$ cat config.mk
export PLATFORM = sky130hd
export DESIGN_NAME = gbi_mac
export DESIGN_NICKNAME = d
export VERILOG_FILES = /design/src/rtl/grid_bicubic_bilinear_interp_core_assert.svh /design/src/rtl/gbi_pkg.sv /design/src/rtl/gbi_mac.sv
export SDC_FILE = /design/constraint.sdc
export NUM_CORES = 2
export LEC_CHECK = 0
export BUFFER_PORTS_ARGS = -buffer_cell sky130_fd_sc_hd__clkbuf_2
export CORE_ASPECT_RATIO = 0.6
export CORE_UTILIZATION = 50
export DETAILED_ROUTE_END_ITERATION = 7
export PLACE_DENSITY = 0.66
export SLEW_MARGIN = 10
export SYNTH_ARGS = -nofsm -noshare
export SYNTH_HDL_FRONTEND = slang
export SYNTH_SLANG_ARGS = --single-unit
$ cat constraint.sdc
create_clock -name clock -period 11.4 [get_ports clock]
set_input_delay 2.28 -clock clock [delete_from_list [all_inputs] [get_ports clock]]
set_output_delay 2.28 -clock clock [all_outputs]
set_load 0.005 [all_outputs]
$ cat src/rtl/grid_bicubic_bilinear_interp_core_assert.svh
// assertion macros shared by the rtl of the grid interpolator
`ifndef GRID_BICUBIC_BILINEAR_INTERP_CORE_ASSERT_SVH
`define GRID_BICUBIC_BILINEAR_INTERP_CORE_ASSERT_SVH
`ifndef SYNTHESIS
`define GBI_ASSERT(label, clk, rst, prop) \
   label: assert property (@(posedge clk) disable iff (rst) prop) \
      else $error("gbi assertion failed");
`define GBI_ASSERT_NEXT(label, clk, rst, ante, cons) \
   label: assert property (@(posedge clk) disable iff (rst) ante |=> cons) \
      else $error("gbi assertion failed");
`else
`define GBI_ASSERT(label, clk, rst, prop)
`define GBI_ASSERT_NEXT(label, clk, rst, ante, cons)
`endif
`endif

$ cat src/rtl/gbi_pkg.sv
// types, constants and weight functions of the grid interpolator
`timescale 1ns / 1ps
package gbi_pkg;

   localparam int FRAC_BITS   = 16;
   localparam int SAMPLE_BITS = 32;
   localparam int COORD_W     = 32;
   localparam int GDIM_W      = 7;
   localparam int WGT_W       = 20;
   localparam int ROW_W       = 38;
   localparam int MUL_A_W     = ROW_W;
   localparam int PROD_W      = MUL_A_W + WGT_W;
   localparam int ACC_W       = PROD_W + 4;
   localparam int RND_SHIFT   = FRAC_BITS + 1;
   localparam int RES_W       = ACC_W - RND_SHIFT;
   localparam int T2_W        = FRAC_BITS + 1;
   localparam int CSR_IDX_W   = 2;
   localparam int CSR_DATA_W  = 32;

   localparam logic signed [ACC_W-1:0] RND_BIAS = ACC_W'(1) << (RND_SHIFT - 1);
   localparam logic signed [RES_W-1:0] RES_MAX  =
      (RES_W'(1) << (SAMPLE_BITS - 1)) - RES_W'(1);
   localparam logic signed [RES_W-1:0] RES_MIN  = -RES_MAX - RES_W'(1);
   localparam logic signed [WGT_W-1:0] WGT_TWO  = WGT_W'(1) << (FRAC_BITS + 1);

   localparam logic [CSR_IDX_W-1:0] CSR_MODE   = 2'd0;
   localparam logic [CSR_IDX_W-1:0] CSR_WIDTH  = 2'd1;
   localparam logic [CSR_IDX_W-1:0] CSR_HEIGHT = 2'd2;

   typedef enum logic [1:0] {
      CMD_WRITE    = 2'd0,
      CMD_EVAL     = 2'd1,
      CMD_EVAL_UNB = 2'd2,
      CMD_NONE     = 2'd3
   } cmd_type;

   typedef enum logic [2:0] {
      ST_IDLE,
      ST_POW,
      ST_WSET,
      ST_TAPS,
      ST_ROWWAIT,
      ST_COLS,
      ST_COLWAIT,
      ST_OUT
   } state_type;

   typedef logic signed [WGT_W-1:0] wgt_type;

   typedef struct packed {
      logic       valid;
      logic       first;
      logic       last;
      logic       col_pass;
      logic [1:0] tag;
   } mac_ctl_type;

   typedef struct packed {
      logic                    valid;
      logic                    col_pass;
      logic [1:0]              tag;
      logic signed [RES_W-1:0] value;
   } mac_res_type;

   // catmull-rom weights, doubled
   function automatic wgt_type cubic_wgt(input logic [1:0] k,
                                         input logic [FRAC_BITS-1:0] t,
                                         input logic [T2_W-1:0] t2,
                                         input logic [T2_W-1:0] t3);
      wgt_type st;
      wgt_type s2;
      wgt_type s3;
      wgt_type w;
      st = WGT_W'(t);
      s2 = WGT_W'(t2);
      s3 = WGT_W'(t3);
      case (k)
         2'd0: w = -s3 + (s2 <<< 1) - st;
         2'd1: w = (s3 <<< 1) + s3 - (s2 <<< 2) - s2 + WGT_TWO;
         2'd2: w = -(s3 <<< 1) - s3 + (s2 <<< 2) + st;
         default: w = s3 - s2;
      endcase
      return w;
   endfunction

   // linear weights, doubled
   function automatic wgt_type lin_wgt(input logic [1:0] k,
                                       input logic [FRAC_BITS-1:0] t);
      wgt_type st;
      wgt_type w;
      st = WGT_W'(t);
      case (k)
         2'd0: w = WGT_TWO - (st <<< 1);
         2'd1: w = st <<< 1;
         default: w = '0;
      endcase
      return w;
   endfunction

   function automatic logic [SAMPLE_BITS-1:0] sat_res(input logic signed [RES_W-1:0] v);
      logic [SAMPLE_BITS-1:0] r;
      if (v > RES_MAX) begin
         r = SAMPLE_BITS'(RES_MAX);
      end else if (v < RES_MIN) begin
         r = SAMPLE_BITS'(RES_MIN);
      end else begin
         r = SAMPLE_BITS'(v);
      end
      return r;
   endfunction

endpackage

$ cat src/rtl/gbi_mac.sv
// shared multiplier with registered product and rounding accumulator
`timescale 1ns / 1ps
module gbi_mac import gbi_pkg::*; (
   input  logic                      clock,
   input  logic                      reset,
   input  mac_ctl_type               ctl,
   input  logic signed [MUL_A_W-1:0] op_a,
   input  logic signed [WGT_W-1:0]   op_b,
   output logic signed [PROD_W-1:0]  prod,
   output mac_res_type               res
);
   logic signed [PROD_W-1:0] prod_ff;
   logic signed [PROD_W-1:0] prod_in;
   mac_ctl_type              s1_ff;
   logic signed [ACC_W-1:0]  acc_ff;
   logic signed [ACC_W-1:0]  sum_in;
   mac_res_type              res_ff;
   mac_res_type              res_in;

   assign prod_in = PROD_W'(op_a) * PROD_W'(op_b);

   // each pass starts from the half-lsb bias, so the final shift rounds half up
   always_comb begin
      sum_in = (s1_ff.first ? RND_BIAS : acc_ff) + ACC_W'(prod_ff);
      res_in.valid    = s1_ff.valid && s1_ff.last;
      res_in.col_pass = s1_ff.col_pass;
      res_in.tag      = s1_ff.tag;
      res_in.value    = RES_W'(sum_in >>> RND_SHIFT);
   end

   always_ff @(posedge clock) begin
      if (reset) begin
         s1_ff  <= '0;
         res_ff <= '0;
      end else begin
         s1_ff  <= ctl;
         res_ff <= res_in;
      end
   end

   always_ff @(posedge clock) begin
      prod_ff <= prod_in;
      if (s1_ff.valid) begin
         acc_ff <= sum_in;
      end
   end

   assign prod = prod_ff;
   assign res  = res_ff;
endmodule

Word level (Yosys, flattened, before mapping)

Cells that the tools add are included.

Bits in registers: 175
Bits of input ports: 66
Output and inout bits: 107
Logic and storage cells: 15

$add $sub $neg: 1
Multiply operators: 1
Muxes and demuxes: 1
Reductions and logical operators: 1

Operator list:

| kind                         | number |
|---|---|
| adder 62 x 58 -> 62 bit      | 1 |
| two-way mux 62 bit           | 1 |
| multiplier 38 x 20 -> 58 bit | 1 |
| logical AND 1 bit            | 1 |

Longest topological paths before layout

Depth in word-level cells: 2
Depth in mapped cells: 27
Gate-level depth less buffers: 25

Least setup slack after synthesis

Ideal clock, no wire load.

Path type: input port to flip-flop
Start point: input op_b[5]
End point: register prod_ff[57], in the netlist prod[57]
Library setup time: 0.064 ns
Arrival: 8.922 ns
Data required time: 11.336 ns
Path slack: 2.414 ns
Stages on the path: 25
Path buffers: 2
Cells stage by stage: clkbuf_1 -> clkbuf_1 -> nand2_1 -> fa_1 -> inv_1 -> fa_1 -> inv_1 -> fa_1 -> inv_1 -> fa_1 -> fa_1 -> fa_1 -> inv_1 -> fa_1 -> inv_1 -> ha_1 -> and3_4 -> and2_4 -> a221oi_1 -> o22ai_1 -> a311oi_2 -> a311oi_1 -> a311o_1 -> a2111o_1 -> nand4_1

Longest elaborated chain between the ends: 1

RTL lines:

| item                         | RTL line      | source |
|---|---|---|
| from (decl)                  | gbi_mac.sv:8  | `input logic signed [WGT_W-1:0] op_b,` |
| multiplier 38 x 20 -> 58 bit | gbi_mac.sv:20 | `assign prod_in = PROD_W'(op_a) * PROD_W'(op_b);` |
| named net prod_in[57]        | gbi_mac.sv:13 | `logic signed [PROD_W-1:0] prod_in;` |
| to (signal assigned)         | gbi_mac.sv:42 | `prod_ff <= prod_in;` |
| to (decl)                    | gbi_mac.sv:12 | `logic signed [PROD_W-1:0] prod_ff;` |

The timed path passes the listed nets, and every way through them passes these cells.
A chain may end at the register's enable or synchronous reset.

Worst setup path in the final report

Start point: input op_b[19]
End point: register prod_ff[54], in the netlist prod[54]

Same word-level chain as after synthesis.

==> impl_metrics.csv <==
group,metric,value,unit
outcome,status,"complete, but fails checks",
outcome,violations,"DRC",
clock_tree,cts_hold_buf,0,
yosys,synth_edf_count,62,
place,dp_hpwl,71530,um
min_path,hold_depth,2,
timing,setup_violations,0,
clock_tree,cts_max_level,4,
critical_path,required,11740,ps
clock_tree,cts_root_buffer,"clkbuf_16",
global_route,overflow,0,
yosys,ys_seq_area_share,11.85,%
critical_path,crit_arrival,10220,ps
global_route,grt_max_degree,64,
min_path,min_from,"s1_ff[3]",
final_layout,area_growth_syn_to_layout,6.003,%
timing,hold_slack,419.7,ps
yosys,yosysMostFrequentCell,"inv_1",
clock_tree,post_cts_resized,0,
routing,dr_total_vias,25246,
floorplanning,start_util,50.84,%
clock_tree,cts.clk_slew.worst_paths,60,ps
place,pre_cts_slack,1244,ps
timing,slew-limit-headroom,21.77,%
final_layout,n_antenna_cell,0,
timing,hold_viol,0,
timing,setup_slack,1522,ps
final_layout,fill_cells,6277,
clock_tree,clockBufferDepth,3,
floorplanning,dieArea,0.07067,mm2
timing,finalCritPeriodShare,86.65,%
critical_path,critPathSlowestCell,"inv_1",
critical_path,critical_path_class,"input pin to flop",
floorplanning,die_height,206.3,um
floorplanning,core-area,0.06842,mm2
yosys,ys_seq_elements,175,
clock_tree,tritoncts,"done",
critical_path,cp-end-kind,"flop",
yosys,syn_avg_cell_area,9.100,um2
critical_path,r2r_slack,6990,ps
job,cap_violations,0,
critical_path,reg2reg_from,"s1_ff[4]",
routing,dr.pass1.iters,7,
timing,finalSetupTns,0,ps
critical_path,crit_path_cell_trace,"clkbuf_2 > inv_1 > buf_4 > nor2_1 > fa_1 > fa_1 > fa_1 > fa_1 > fa_1 > fa_1 > inv_1 > fa_1 > inv_1 > ha_1 > and3_1 > and4_1 > and2_1 > a31oi_1 > o2bb2ai_1 > a21boi_0 > o41ai_1 > xor2_1",
timing,rsz0062_at_grt,"false",
timing,finalCriticalPeriod,9878,ps
timing,drv_slew,0,
clock_tree,post_cts_buffers,0,
critical_path,reg2reg_to,"res[43]",
yosys,syn-num-nets,4838,
clock_tree,cts.sink_count,175,
critical_path,start_kind,"input pin",
critical_path,ff2ff_path_depth,14,
place,gp_congestion,0.9293,
yosys,ys_top_cells_by_area,"fa_1, inv_1, ha_1, dfxtp_1, nand2_1",
min_path,holdPathEnd,"res[48]",
timing,max_freq,101.2,MHz
final_layout,nNetsFinal,4858,
yosys,ys.flop_type,"dfxtp_1",
clock_tree,clock_latency,490,ps
routing,routed_wl,89190,um
timing,tightest_slew,1174,ps
yosys,yosys_warnings,0,
final_layout,drive_gt1_share,6.183,%
yosys,synth.largest_area_cell,"fa_1",
yosys,syn_area,0.03479,mm2
yosys,synth_top_area_share,42.87,%
floorplanning,rows,74,
floorplanning,die_w,342.5,um
global_route,antenna_found_initial,2,
yosys,ys_types,73,
routing,drt_iter0_drc,1789,
global_route,grt_pass1_vias,26587,
critical_path,crit_path_frequent_cell,"fa_1",
routing,viasPerCell,5.303,
min_path,hold_class,"flop to flop",
timing,fin_skew,18.08,ps
yosys,async_flop_share,0,%
yosys,syn_inst,3823,
global_route,grt_usage,26.82,%
place,portBuffers,172,
routing,drtAntennaViolNets,0,
floorplanning,io_pins,173,
yosys,synth_common_cells,"inv_1, fa_1, nand2_1, and2_1, ha_1",
critical_path,critical_path.max_fanout,14,
clock_tree,cts_buffers,25,
global_route,grt_pass1_wl,147000,um
routing,drc_errors,5,
routing,wl_per_cell,18.73,um
critical_path,cpPeakStageDelay,810,ps
==> worst max-delay path: cells and delay by family <==
family	cells	cell delay, ps
compound gates	4	1540
buf+inv	5	1530
xor+xnor	1	120
fa+ha+maj	8	3950
simple gates	4	750
==> metrics by stage <==
step | instance area [um2] | cells | utilization, %
final | 36880 | 4761 | 53.90
after global routing | 36880 | 4761 | 53.90
after CTS | 36880 | 4761 | 53.90
after detailed placement | 36160 | 4728 | 52.85
after global placement | 36160 | 4728 | 52.85
after floorplan | 34790 | 3823 | -
==> routing by layer <==
metal  global-route usage [%]  share of wire (%)  vias up
li1                         -                  -    11486
met1                    40.23                 47    12761
met2                    40.25                 43      915
met3                    6.374                9.1       82
met4                    3.380                1.1        2
met5                        0              0.015        -
==> how the worst max path moves through the flow <==
stage | cells after the start | startpoint | end
after global placement | 22 | op_b[19] | prod[54]
after global routing | 22 | op_b[19] | prod[54]
after detailed placement | 22 | op_b[19] | prod[54]
after floorplan | 25 | op_b[5] | prod[57]
final | 22 | op_b[19] | prod[54]
after CTS | 22 | op_b[19] | prod[54]
==> kinds of logic after synthesis <==
kind of cell,share of synthesized area (%)
fa+ha+maj,50.21
buf+inv,11.21
xor+xnor,2.920
flops,11.85
mux,0.1582
simple gates,16.28
compound gates,7.373
==> cells in the final DEF (no fill, tap or decap), types with 5 or more instances in the layout <==
cell	count
inv_1	847
fa_1	745
nand2_1	500
and2_1	296
ha_1	204
clkbuf_2	172
a21oi_1	122
nor2b_1	118
dfxtp_1	111
nor2_1	100
xnor2_1	83
o21ai_0	69
edfxtp_1	62
a21o_1	56
xor2_1	33
o21bai_1	29
nand4_1	25
clkbuf_16	25
a31oi_1	23
nand2b_1	22
nand3_1	22
and3_1	16
nor3_1	16
o21a_1	14
o211ai_1	13
buf_4	12
a211oi_1	11
and4_1	6
a21boi_0	5
nor3b_1	5
==> flip-flops by register name (all words and copies together), names as in the netlist <==
| name | flops |
|---|---|
| prod | 58 |
| s1_ff | 3 |
| res | 49 |
| res_in | 3 |
| acc_ff | 62 |
==> final cells by class <==
class                   instances  area (um2)  area share [%]
well taps                     912        1141           3.094
clock buffers                  27       653.1           1.771
repair buffers                184       950.9           2.579
multi-input cells            2610       26770           72.58
flip-flops and latches        175        4126           11.19
clock inverters                 6       60.06          0.1629
inverters                     847        3179           8.621
Power is left out: the tool's default activity adds up to more than one toggle a clock period on the data nets, which glitch-free logic cannot reach.
